==> src/rtl/bzs_pkg.sv <==
// Shared types and constants for the Bezier subdivision block.
package bzs_pkg;

  localparam int COEF_W = 32;
  localparam int IDX_W  = 4;
  localparam int CFG_IDX_W = 2;

  localparam logic [CFG_IDX_W-1:0] REG_ORDER = 2'd0;
  localparam logic [CFG_IDX_W-1:0] REG_START = 2'd1;
  localparam logic [CFG_IDX_W-1:0] REG_END   = 2'd2;

  // One completed set handed from front to back.
  typedef struct packed {
    logic              err;
    logic [IDX_W-1:0]  ord;
    logic signed [COEF_W-1:0] t_cl;
    logic signed [COEF_W-1:0] a;
    logic signed [COEF_W-1:0] b;
  } bzs_job_t;

endpackage

==> src/rtl/bzs_front.sv <==
// Front part: loads coefficients, clamps t and issues one job per set.
module bzs_front #(
  parameter int MAX_ORDER = 8
) (
  input  logic clk,
  input  logic rst_n,
  input  logic push,
  output logic full,
  input  logic signed [bzs_pkg::COEF_W-1:0] coef_in,
  input  logic signed [bzs_pkg::COEF_W-1:0] param_t,
  input  logic [bzs_pkg::IDX_W-1:0] order_q,
  input  logic signed [bzs_pkg::COEF_W-1:0] start_q,
  input  logic signed [bzs_pkg::COEF_W-1:0] end_q,
  output logic job_valid,
  input  logic job_ready,
  output bzs_pkg::bzs_job_t job,
  output logic st_we,
  output logic [$clog2(MAX_ORDER)-1:0] st_waddr,
  output logic signed [bzs_pkg::COEF_W-1:0] st_wdata
);
  import bzs_pkg::*;
  localparam int AW = $clog2(MAX_ORDER);

  logic [IDX_W-1:0] load_count_r, load_count_nxt;
  logic [IDX_W-1:0] k;
  logic signed [COEF_W-1:0] t_cl;
  logic acc, done;

  always_comb begin
    k = order_q;
    if (k == '0) k = IDX_W'(1);
    if ({1'b0, k} > (IDX_W+1)'(MAX_ORDER)) k = IDX_W'(MAX_ORDER);
  end

  // Coefficient store is shared with the back part; only load while no job waits.
  assign full = job_valid && !job_ready;
  assign acc  = push && !full;
  assign load_count_nxt = load_count_r + IDX_W'(1);
  assign done = acc && (load_count_nxt >= k);

  assign st_we    = acc;
  assign st_waddr = load_count_r[AW-1:0];
  assign st_wdata = coef_in;

  always_comb begin
    t_cl = param_t;
    if (t_cl < start_q) t_cl = start_q;
    if (t_cl > end_q) t_cl = end_q;
  end

  // Hold the job until the back part takes it.
  always_ff @(posedge clk) begin
    if (!rst_n) begin
      load_count_r <= '0;
      job_valid    <= 1'b0;
    end else begin
      if (job_valid && job_ready) job_valid <= 1'b0;
      if (acc) load_count_r <= done ? '0 : load_count_nxt;
      if (done) begin
        job_valid <= 1'b1;
        job.err   <= (start_q >= end_q);
        job.ord   <= k;
        job.t_cl  <= t_cl;
        job.a     <= start_q;
        job.b     <= end_q;
      end
    end
  end
endmodule

==> src/rtl/bzs_back.sv <==
// Back part: alpha division, de Casteljau lerps and result queue.
module bzs_back #(
  parameter int MAX_ORDER = 8,
  parameter int FRAC_BITS = 16
) (
  input  logic clk,
  input  logic rst_n,
  input  logic job_valid,
  output logic job_ready,
  input  bzs_pkg::bzs_job_t job,
  input  logic st_we,
  input  logic [$clog2(MAX_ORDER)-1:0] st_waddr,
  input  logic signed [bzs_pkg::COEF_W-1:0] st_wdata,
  output logic empty,
  input  logic pop,
  output logic signed [bzs_pkg::COEF_W-1:0] coef_out,
  output logic [bzs_pkg::IDX_W-1:0] out_index,
  output logic status,
  output logic last_flag
);
  import bzs_pkg::*;
  localparam int AW  = $clog2(MAX_ORDER);
  localparam int AL_W = FRAC_BITS + 1;
  localparam int NW  = 33 + FRAC_BITS;
  localparam int PW  = COEF_W + AL_W + 2;
  localparam int SW  = $clog2(NW + 1);

  localparam logic [2:0] S_IDLE = 3'd0, S_DIV = 3'd1, S_LERP = 3'd2,
                         S_EMIT = 3'd3, S_ERR = 3'd4;

  logic signed [COEF_W-1:0] coef_store_r [MAX_ORDER];
  logic signed [COEF_W-1:0] work_row_r   [MAX_ORDER];
  logic signed [COEF_W-1:0] right_store_r[MAX_ORDER];

  logic [2:0] state_r;
  bzs_job_t   job_r;
  logic [NW-1:0] num_r, rem_r;
  logic [32:0]   den_r;
  logic [SW-1:0] dcnt_r;
  logic [AL_W-1:0] alpha_r;
  logic [IDX_W-1:0] row_r, col_r, pos_r;
  logic out_v_r;
  logic signed [COEF_W-1:0] coef_out_r;
  logic [IDX_W-1:0] idx_out_r;
  logic st_out_r, last_out_r;

  logic [NW:0] rem_sh;
  logic [AL_W-1:0] q_nxt;
  logic signed [PW-1:0] one_s, al_s, s;
  logic signed [COEF_W-1:0] lr;
  logic slot_free;

  assign job_ready = (state_r == S_IDLE);
  assign slot_free = !out_v_r || pop;

  // Restoring divide, one quotient bit per cycle.
  assign rem_sh = {rem_r, num_r[NW-1]};
  assign q_nxt  = {alpha_r[AL_W-2:0], (rem_sh >= {{(NW-32){1'b0}}, den_r})};

  // Lerp of work_row[col-1] and work_row[col].
  always_comb begin
    one_s = PW'(1) <<< FRAC_BITS;
    al_s  = PW'({1'b0, alpha_r});
    s = al_s * PW'(work_row_r[col_r[AW-1:0] - AW'(1)])
      + (one_s - al_s) * PW'(work_row_r[col_r[AW-1:0]])
      + (one_s >>> 1);
    lr = COEF_W'(s >>> FRAC_BITS);
  end

  always_ff @(posedge clk) begin
    if (st_we) coef_store_r[st_waddr] <= st_wdata;
  end

  always_ff @(posedge clk) begin
    if (!rst_n) begin
      state_r <= S_IDLE;
      out_v_r <= 1'b0;
    end else begin
      if (pop && out_v_r) out_v_r <= 1'b0;
      case (state_r)
        S_IDLE: begin
          if (job_valid) begin
            job_r <= job;
            // Snapshot the set before the front part reuses the store.
            for (int i = 0; i < MAX_ORDER; i++) work_row_r[i] <= coef_store_r[i];
            right_store_r[job.ord[AW-1:0] - AW'(1)] <=
              coef_store_r[job.ord[AW-1:0] - AW'(1)];
            if (job.err) state_r <= S_ERR;
            else begin
              num_r  <= {1'b0, COEF_W'(job.b - job.t_cl), FRAC_BITS'(0)}
                        + NW'({1'b0, COEF_W'(job.b - job.a)} >> 1);
              den_r  <= {1'b0, COEF_W'(job.b - job.a)};
              rem_r  <= '0;
              alpha_r <= '0;
              dcnt_r <= SW'(NW);
              state_r <= S_DIV;
            end
          end
        end
        S_DIV: begin
          rem_r   <= (rem_sh >= {{(NW-32){1'b0}}, den_r}) ?
                     NW'(rem_sh - {{(NW-32){1'b0}}, den_r}) : NW'(rem_sh);
          num_r   <= num_r << 1;
          alpha_r <= q_nxt;
          dcnt_r  <= dcnt_r - SW'(1);
          if (dcnt_r == SW'(1)) begin
            row_r <= IDX_W'(1);
            col_r <= job_r.ord - IDX_W'(1);
            state_r <= S_LERP;
          end
        end
        S_LERP: begin
          if (row_r >= job_r.ord) state_r <= S_EMIT;
          else begin
            work_row_r[col_r[AW-1:0]] <= lr;
            if (col_r == row_r) begin
              if (col_r == job_r.ord - IDX_W'(1))
                right_store_r[job_r.ord[AW-1:0] - AW'(1) - row_r[AW-1:0]] <= lr;
              row_r <= row_r + IDX_W'(1);
              col_r <= job_r.ord - IDX_W'(1);
            end else if (col_r == job_r.ord - IDX_W'(1)) begin
              right_store_r[job_r.ord[AW-1:0] - AW'(1) - row_r[AW-1:0]] <= lr;
              col_r <= col_r - IDX_W'(1);
            end else col_r <= col_r - IDX_W'(1);
          end
          pos_r <= '0;
        end
        S_EMIT: begin
          if (slot_free) begin
            out_v_r    <= 1'b1;
            idx_out_r  <= pos_r;
            st_out_r   <= 1'b0;
            last_out_r <= (pos_r == {job_r.ord[IDX_W-2:0], 1'b0} - IDX_W'(1));
            coef_out_r <= (pos_r < job_r.ord) ? work_row_r[pos_r[AW-1:0]]
                          : right_store_r[AW'(pos_r - job_r.ord)];
            if (pos_r == {job_r.ord[IDX_W-2:0], 1'b0} - IDX_W'(1)) state_r <= S_IDLE;
            pos_r <= pos_r + IDX_W'(1);
          end
        end
        S_ERR: begin
          if (slot_free) begin
            out_v_r <= 1'b1;
            idx_out_r <= '0;
            st_out_r <= 1'b1;
            last_out_r <= 1'b1;
            coef_out_r <= '0;
            state_r <= S_IDLE;
          end
        end
        default: state_r <= S_IDLE;
      endcase
    end
  end

  assign empty     = !out_v_r;
  assign coef_out  = coef_out_r;
  assign out_index = idx_out_r;
  assign status    = st_out_r;
  assign last_flag = last_out_r;
endmodule

==> src/rtl/bezier_subdivide_top.sv <==
// Top level of the Bezier subdivision block.
// Usage: push order coefficients (in_coef_in) one per transaction; with the
// last one, in_param_t gives the split point, clamped to [start, end].
// An item is taken when in_push is high and in_full low. Results appear as a
// queue: while out_empty is low the oldest result is shown; out_pop takes it.
// A complete set yields 2*order results (left set, then right set) or a
// single status-1 result when start >= end.
// After the last coefficient the job is handed to the back part, the
// bit-serial alpha divider runs, then the lerps run on one shared
// multiply-add; results then follow one per cycle while out_pop keeps up.
// Throughput: one set at a time; the divider and lerp unit set the rate.
// Coefficients of the next set load while the current set is computed.
// A stalled receiver holds the one-entry result register and the sequencer.
// Reset (rst_n low, synchronous) clears counts and control; config returns
// to order 4, interval [0, 1.0]. The user must write config only while idle,
// through cfg_we/cfg_index/cfg_data; the block itself does not enforce it.
module bezier_subdivide_top #(
  parameter int MAX_ORDER = 8,
  parameter int FRAC_BITS = 16
) (
  input  logic clk,
  input  logic rst_n,
  input  logic in_push,
  output logic in_full,
  input  logic signed [bzs_pkg::COEF_W-1:0] in_coef_in,
  input  logic signed [bzs_pkg::COEF_W-1:0] in_param_t,
  output logic out_empty,
  input  logic out_pop,
  output logic signed [bzs_pkg::COEF_W-1:0] out_coef_out,
  output logic [bzs_pkg::IDX_W-1:0] out_out_index,
  output logic out_status,
  output logic out_last_flag,
  input  logic cfg_we,
  input  logic [bzs_pkg::CFG_IDX_W-1:0] cfg_index,
  input  logic [bzs_pkg::COEF_W-1:0] cfg_data
);
  import bzs_pkg::*;
  localparam int AW = $clog2(MAX_ORDER);

  logic [IDX_W-1:0] order_r;
  logic signed [COEF_W-1:0] start_r, end_r;
  logic job_valid, job_ready, st_we;
  bzs_job_t job;
  logic [AW-1:0] st_waddr;
  logic signed [COEF_W-1:0] st_wdata;

  // Configuration registers.
  always_ff @(posedge clk) begin
    if (!rst_n) begin
      order_r <= IDX_W'(4);
      start_r <= '0;
      end_r   <= COEF_W'(32'sd65536);
    end else if (cfg_we) begin
      case (cfg_index)
        REG_ORDER: order_r <= cfg_data[IDX_W-1:0];
        REG_START: start_r <= cfg_data;
        REG_END:   end_r   <= cfg_data;
        default: ;
      endcase
    end
  end

  bzs_front #(.MAX_ORDER(MAX_ORDER)) u_front (
    .clk, .rst_n, .push(in_push), .full(in_full),
    .coef_in(in_coef_in), .param_t(in_param_t),
    .order_q(order_r), .start_q(start_r), .end_q(end_r),
    .job_valid, .job_ready, .job, .st_we, .st_waddr, .st_wdata
  );

  bzs_back #(.MAX_ORDER(MAX_ORDER), .FRAC_BITS(FRAC_BITS)) u_back (
    .clk, .rst_n, .job_valid, .job_ready, .job, .st_we, .st_waddr, .st_wdata,
    .empty(out_empty), .pop(out_pop), .coef_out(out_coef_out),
    .out_index(out_out_index), .status(out_status), .last_flag(out_last_flag)
  );
endmodule

==> config.mk <==
export PLATFORM = sky130hd
export DESIGN_NAME = bezier_subdivide_top
export DESIGN_NICKNAME = d
export VERILOG_FILES = /design/src/rtl/bzs_pkg.sv /design/src/rtl/bzs_front.sv /design/src/rtl/bzs_back.sv /design/src/rtl/bezier_subdivide_top.sv
export SDC_FILE = /design/constraint.sdc
export NUM_CORES = 2
export LEC_CHECK = 0
export ABC_AREA = 1
export BUFFER_PORTS_ARGS = -buffer_cell sky130_fd_sc_hd__buf_4
export CORE_MARGIN = 1.5
export CORE_UTILIZATION = 35
export CTS_CLUSTER_SIZE = 14
export DETAILED_ROUTE_END_ITERATION = 10
export HOLD_SLACK_MARGIN = 0.03
export PLACE_DENSITY_LB_ADDON = 0.08
export SLEW_MARGIN = 20
export SYNTH_ARGS = -nofsm -noshare
export SYNTH_HDL_FRONTEND = slang
export SYNTH_SLANG_ARGS = --single-unit
==> constraint.sdc <==
create_clock -name clk -period 21.2 [get_ports clk]
set_clock_uncertainty 0.1 [all_clocks]
set_input_delay 2.12 -clock clk [delete_from_list [all_inputs] [get_ports clk]]
set_output_delay 2.12 -clock clk [all_outputs]
set_load 0.02 [all_outputs]
### After elaboration in Yosys (flattened, before gate mapping)

Memory sizes are Yosys's and may differ from the RTL's. A register that Yosys moved wholly into a read port is not among the register bits.
Cells that the tools add are included.

| storage, ports and cells | value |
|---|---|
| register bits after elaboration | 385 |
| RAM bits | 768 |
| output and inout port bits | 40 |
| logic and storage cells | 193 |
| memories kept | 3 |

Memory list:

| memory | words | bits a word | read ports | clocked after memory_dff | wr ports | RTL line | RTL |
|---|---|---|---|---|---|---|---|
| u_back.coef_store_r | 8 | 32 | 9 | 0 | 1 | bzs_back.sv:31 | `logic signed [COEF_W-1:0] coef_store_r [MAX_ORDER];` |
| u_back.right_store_r | 8 | 32 | 1 | 0 | 1 | bzs_back.sv:33 | `logic signed [COEF_W-1:0] right_store_r[MAX_ORDER];` |
| u_back.work_row_r | 8 | 32 | 3 | 2 | 8 | bzs_back.sv:32 | `logic signed [COEF_W-1:0] work_row_r [MAX_ORDER];` |

| operators by class | value |
|---|---|
| add/sub/neg operators | 19 |
| multipliers | 2 |
| $lt $le $gt $ge | 8 |
| equality and inequality tests | 19 |
| multiplexer cells | 83 |
| bitwise logic cells | 2 |
| reductions and logical operators | 32 |

Operators by type and width:

| operator | number |
|---|---|
| $mux 32 | 8 |
| $mux 49 | 5 |
| $pmux 49 s2 | 2 |
| $mul 18x32->48 | 2 |
| $pmux 32 s2 | 1 |
| $reduce_or 32->1 | 2 |
| $sub 32x32->32 | 2 |
| $ge 50x32->1 | 1 |
| $add 48x31->49 | 1 |
| $sub 49x32->49 | 1 |
| $add 48x17->48 const B | 1 |
| $add 48x48->48 | 1 |
| $mux 4 | 12 |
| $mux 17 | 2 |
| $pmux 17 s2 | 1 |
| $mux 3 | 11 |
| $ge 32x32->1 | 1 |
| $gt 32x32->1 | 1 |
| $lt 32x32->1 | 1 |
| $pmux 4 s2 | 4 |
| $mux 1 | 31 |
| $sub 17x17->18 const A | 1 |
| $reduce_and 4->1 | 4 |
| $pmux 3 s5 | 1 |
| other kinds (34) | 68 |

### Longest topological paths before layout

| depth | value |
|---|---|
| word-level depth | 11 |
| gate-level depth with buffers | 44 |

### Cells and area by module

Synthesis repeated with hierarchy kept, for this count alone.

| unflattened totals | value |
|---|---|
| cell total of the unflattened synthesis | 11844 |
| area, all modules | 102061.6 sq um |

By module, submodules not included:

| module | instances | cells each | area an instance (sq um) | seq. area each (sq um) |
|---|---|---|---|---|
| bzs_back | 1 | 10613 | 91776.8 | 29478.3 |
| bzs_front | 1 | 800 | 7469.7 | 3133.0 |
| bezier_subdivide_top | 1 | 431 | 2815.2 | 1361.3 |

### Worst setup path before layout

Ideal clock, no wire load.

| timing path | value |
|---|---|
| path type | flip-flop to flip-flop |
| start | register u_back.col_r[0] |
| end | memory u_back.right_store_r[0][31], data pin |
| library setup time | 283 ps |
| data arrival time | 8700 ps |
| data required time | 20817 ps |
| setup slack | 12116 ps |
| stages on the path, launching flop included | 41 |
| path buffers | 5 |
| period minus slack after synthesis | 9084 ps |
| cell sequence | edfxtp_1 -> inv_1 -> buf_2 -> buf_2 -> clkbuf_1 -> ha_1 -> inv_2 -> clkbuf_1 -> buf_1 -> a21oi_1 -> o21ai_0 -> nand3_1 -> nand2_1 -> clkinv_1 -> nand2_1 -> fa_1 -> fa_1 -> fa_1 -> [... 5 more ...] -> fa_1 -> fa_1 -> inv_1 -> fa_1 -> inv_1 -> ha_1 -> a21oi_1 -> inv_1 -> a21oi_1 -> inv_1 -> a21oi_1 -> o21ai_0 -> a31oi_1 -> nand2_1 -> inv_1 -> nand2_4 -> nand3_1 -> nand2_1 |

| on the way | value |
|---|---|
| word-level cells in the longest chain between the ends | 10 |

RTL lines:

| what | RTL line | RTL |
|---|---|---|
| start, declared | bzs_back.sv:41 | `logic [IDX_W-1:0] row_r, col_r, pos_r;` |
| start signal, assigned | bzs_back.sv:108 | `col_r <= job_r.ord - IDX_W'(1);` |
| start signal, assigned | bzs_back.sv:120 | `col_r <= job_r.ord - IDX_W'(1);` |
| start signal, assigned | bzs_back.sv:123 | `col_r <= col_r - IDX_W'(1);` |
| parallel branches: the longest is 9 deep, another holds $mul 18x32->48 | -- |  |
| $mux 32 (no source line) (*) | -- |  |
| end, declared | bzs_back.sv:33 |  |

Every way passes the cells marked *.

### Worst setup path after layout

| timing path | value |
|---|---|
| start | register u_back.col_r[0] |
| end | memory u_back.right_store_r[2][10], data pin |

The elaborated chain is that of the path after synthesis.

==> summary.md <==
| Metric | Value |
|---|---|
| Status | `finished clean` |
| # Max-Cap Violations | `0` |
| Worst path slowest cell | `xnor2_2` |
| # nets final | `approximately 13,000` |
| Top cell type by total area after synthesis | `edfxtp_1` |
| Pins Over Slew Limit | `0` |
| Top post-synthesis cells by area | `edfxtp_1 32%, fa_1 23%, nand2_1 8.7%, inv_1 7.0%, ha_1 5.3%` |
| Slew margin rel. | `0.167` |
| Placer Congestion | `between 0.9 and 1` |
| Clk pin slew, worst setup/hold paths | `roughly 60 ps` |
| Final setup TNS | `0 ps` |
| Antenna-violating nets left | `0` |
| Crit Path Max Fanout | `40` |
| Avg Cell Area, Syn | `8.76 um^2` |
| Max Clock Freq | `82.4 MHz` |
| Cells after synthesis | `roughly 11,000` |
| EDFF count, synth | `between 1,000 and 1,500` |
| Cell mode on critical path | `fa_1` |
| Residual DRC | `0` |
| CP max stage delay | `about 660 ps` |
| Die area | `approximately 0.29 mm^2` |
| Number of global-route vias before repair | `~80,000` |
| RSZ-0062 raised after global routing | `no` |
| Final Cycle Share | `0.573` |
| Setup Fix Bufs, Post-CTS | `0` |
| Worst-Margin Slew | `1250 ps` |
| Root Driver | `clkbuf_16` |
| CP Launch Type | `flop` |
| Post-DP HPWL | `between 200 and 300 mm` |
| Max Root-Sink Buffers | `4` |
| Combinational family with the most area after synthesis | `adder cells` |
| Final Hold Viols | `0` |
| Global-route usage over all layers | `0.260` |
| DR iter-0 viols | `7,991` |
| Most frequent cells in the layout | `2,322 x nand2_1, 1,868 x inv_1, 1,133 x fa_1` |
| Insertion delay of the later-clocked pin in the worst-skew pair | `~810 ps` |
| Dominant synthesized flop cell | `edfxtp_1` |
| Total iterations of the first detailed-routing run | `6` |
| Multi-input gate area | `about 0.057 mm^2` |
| Most common cell after layout, fill and taps aside | `nand2_1` |
| Vias | `approximately 80,000` |
| Fraction of registers with async set/reset | `0` |
| Layout cell share with drive strength beyond 1 | `0.0594` |
| Synth Area in Compound Gates | `0.103` |
| First-pass GRT wire length | `approximately 560 mm` |
| Hold/Removal Path Class | `reg2reg` |
| Initial antenna violation count | `25` |
| Initial Util | `0.352` |
| Post-CTS Resized | `0` |
| Cts bufs inserted | `around 140` |
| Endpoints failing setup | `0` |
| Yosys cell types | `70` |
| Post-synthesis mux area share | `0` |
| Top-Level Pins | `about 140` |
| FP Rows | `about 200` |
| Filler instances | `between 20,000 and 30,000` |
| Cell area after synthesis | `approximately 0.10 mm^2` |
| Xor and xnor area share after synthesis | `0.0154` |
| WL/cell | `approximately 25 um` |
| Core footprint | `0.285 mm^2` |
| Crit path kind | `reg2reg` |
| CTS H-Tree Depth | `4` |
| Drt via density | `5.28` |
| DRT Wirelength | `about 380 mm` |
| Buffers on Ports | `~140` |
| CP required | `between 20,000 and 25,000 ps` |
| Layout area overhead | `9.50%` |
| Register Area | `0.0340 mm^2` |
| Largest net degree at the start of global routing | `87` |
| Ys Warns | `0` |
| # hold bufs at CTS | `0` |
| Die Y-Extent | `538 um` |
| Post-Synth Simple-Gate Area | `0.170` |
| Critical path endpoint category | `flop` |
| Remaining global-route overflow | `0` |
| Clock sinks | `1,159` |
| Sequential-to-total area share from yosys stat | `0.339` |
| Synth Area in Adders | `0.279` |
| Synth top area share | `0.322` |
| CP arrival | `12,450 ps` |
| CTS tree | `yes` |
| Die Wd | `~540 um` |
| Reg2reg setup slack | `9060 ps` |
| Post-Syn Nets | `between 10,000 and 15,000` |
| #FFs+latches synth | `about 1,200` |
| Fin crit period | `about 12,000 ps` |
-- cell type report --
cell class,count,share of cell area
antenna,10,0.000228
clock buffer,175,0.0340
clock inverter,69,0.00641
sequential,1159,0.309
tap,3762,0.0429
inverter,1924,0.0659
timing repair buffer,288,0.0198
multi-input combinational,7831,0.521
-- cell families (layout without fill, tap and decap cells) --
kind of cell,after synthesis,count (layout)
other,0,10
buffers and inverters,2459,2456
DFF,1159,1159
adders and majority gates,1557,1557
AOI/OAI and AO/OA,1960,1960
xor gates and xnor gates,164,164
and+or+nand+nor,4150,4150
-- Yosys cell counts, types with 7 or more instances --
library cell  number
a211oi_1          11
a21boi_0           7
a21o_1            11
a21oi_1          753
a21oi_2            7
a31oi_1           31
and2_1            31
buf_1             45
buf_2             65
buf_6              7
clkbuf_1         413
clkinv_1          12
dfxtp_1           83
edfxtp_1        1076
fa_1            1134
ha_1             423
inv_1           1874
inv_2             36
nand2_1         2322
nand2_2           18
nand3_1          673
nand3b_1          15
nand4_1           34
nor2_1           946
nor2_2            14
nor3_1            38
nor4_1            15
o211ai_1          32
o21a_1            18
o21ai_0          873
o21ai_1           92
o21bai_1          16
o221ai_1          12
o22ai_1           66
or2_2             13
xnor2_1           74
xor2_1            77
xor2_2             7
-- path summary, 6_finish.rpt --
check | end | start | depth (start not counted)
max reg2reg | u_back.right_store_r[2][10] | u_back.col_r[0] | 32
min reg2reg | u_front.job[99] | order_r[3] | 0
max | u_back.right_store_r[2][10] | u_back.col_r[0] | 32
min | u_front.job[99] | order_r[3] | 0
-- through the flow --
step	area (um^2)	utilization	worst slack (ps)	instances	hold slack (ps)
after floorplan	100000	-	12120	11449	300
after global placement	105000	0.369	9430	14963	329
after detailed placement	105000	0.369	9330	14963	325
after CTS	110000	0.385	9250	15207	341
after global routing	110000	0.385	8790	15209	344
final	110000	0.385	9060	15218	339
-- state kept, by name, indices dropped and copies added, names as in the netlist, 3 cells and up, named ones only --
signal                cells
u_back.pos_r              4
u_back.coef_out          32
u_back.den_r             32
end_r                    32
u_back.dcnt_r             6
u_back.num_r             49
u_front.load_count_r      4
start_r                  32
u_back.row_r              4
u_back.job_r              4
u_back.col_r              4
u_back.alpha_r           17
u_back.out_index          4
u_front.job             101
u_back.right_store_r    256
u_back.work_row_r       256
u_back.state_r            3
u_back.rem_r             49
u_back.coef_store_r     256
order_r                   4
-- critical path: cells and delay by family, from the launching register on --
family | cells | cell delay [ps]
AOI/OAI and AO/OA | 8 | 2280
DFF | 1 | 540
adders and majority gates | 10 | 4920
and+or+nand+nor | 5 | 850
buffers and inverters | 8 | 2290
xor gates and xnor gates | 1 | 660
-- metal layers --
layer,up-vias,global-route usage,routed length [um]
met5,-,0,177
met4,28,0.0650,9680
met3,539,0.0423,29500
met2,3213,0.397,165000
met1,40058,0.383,176000
li1,36490,-,-
Power is left out: the tool's default activity adds up to more than one toggle a clock period on the data nets, which glitch-free logic cannot reach.
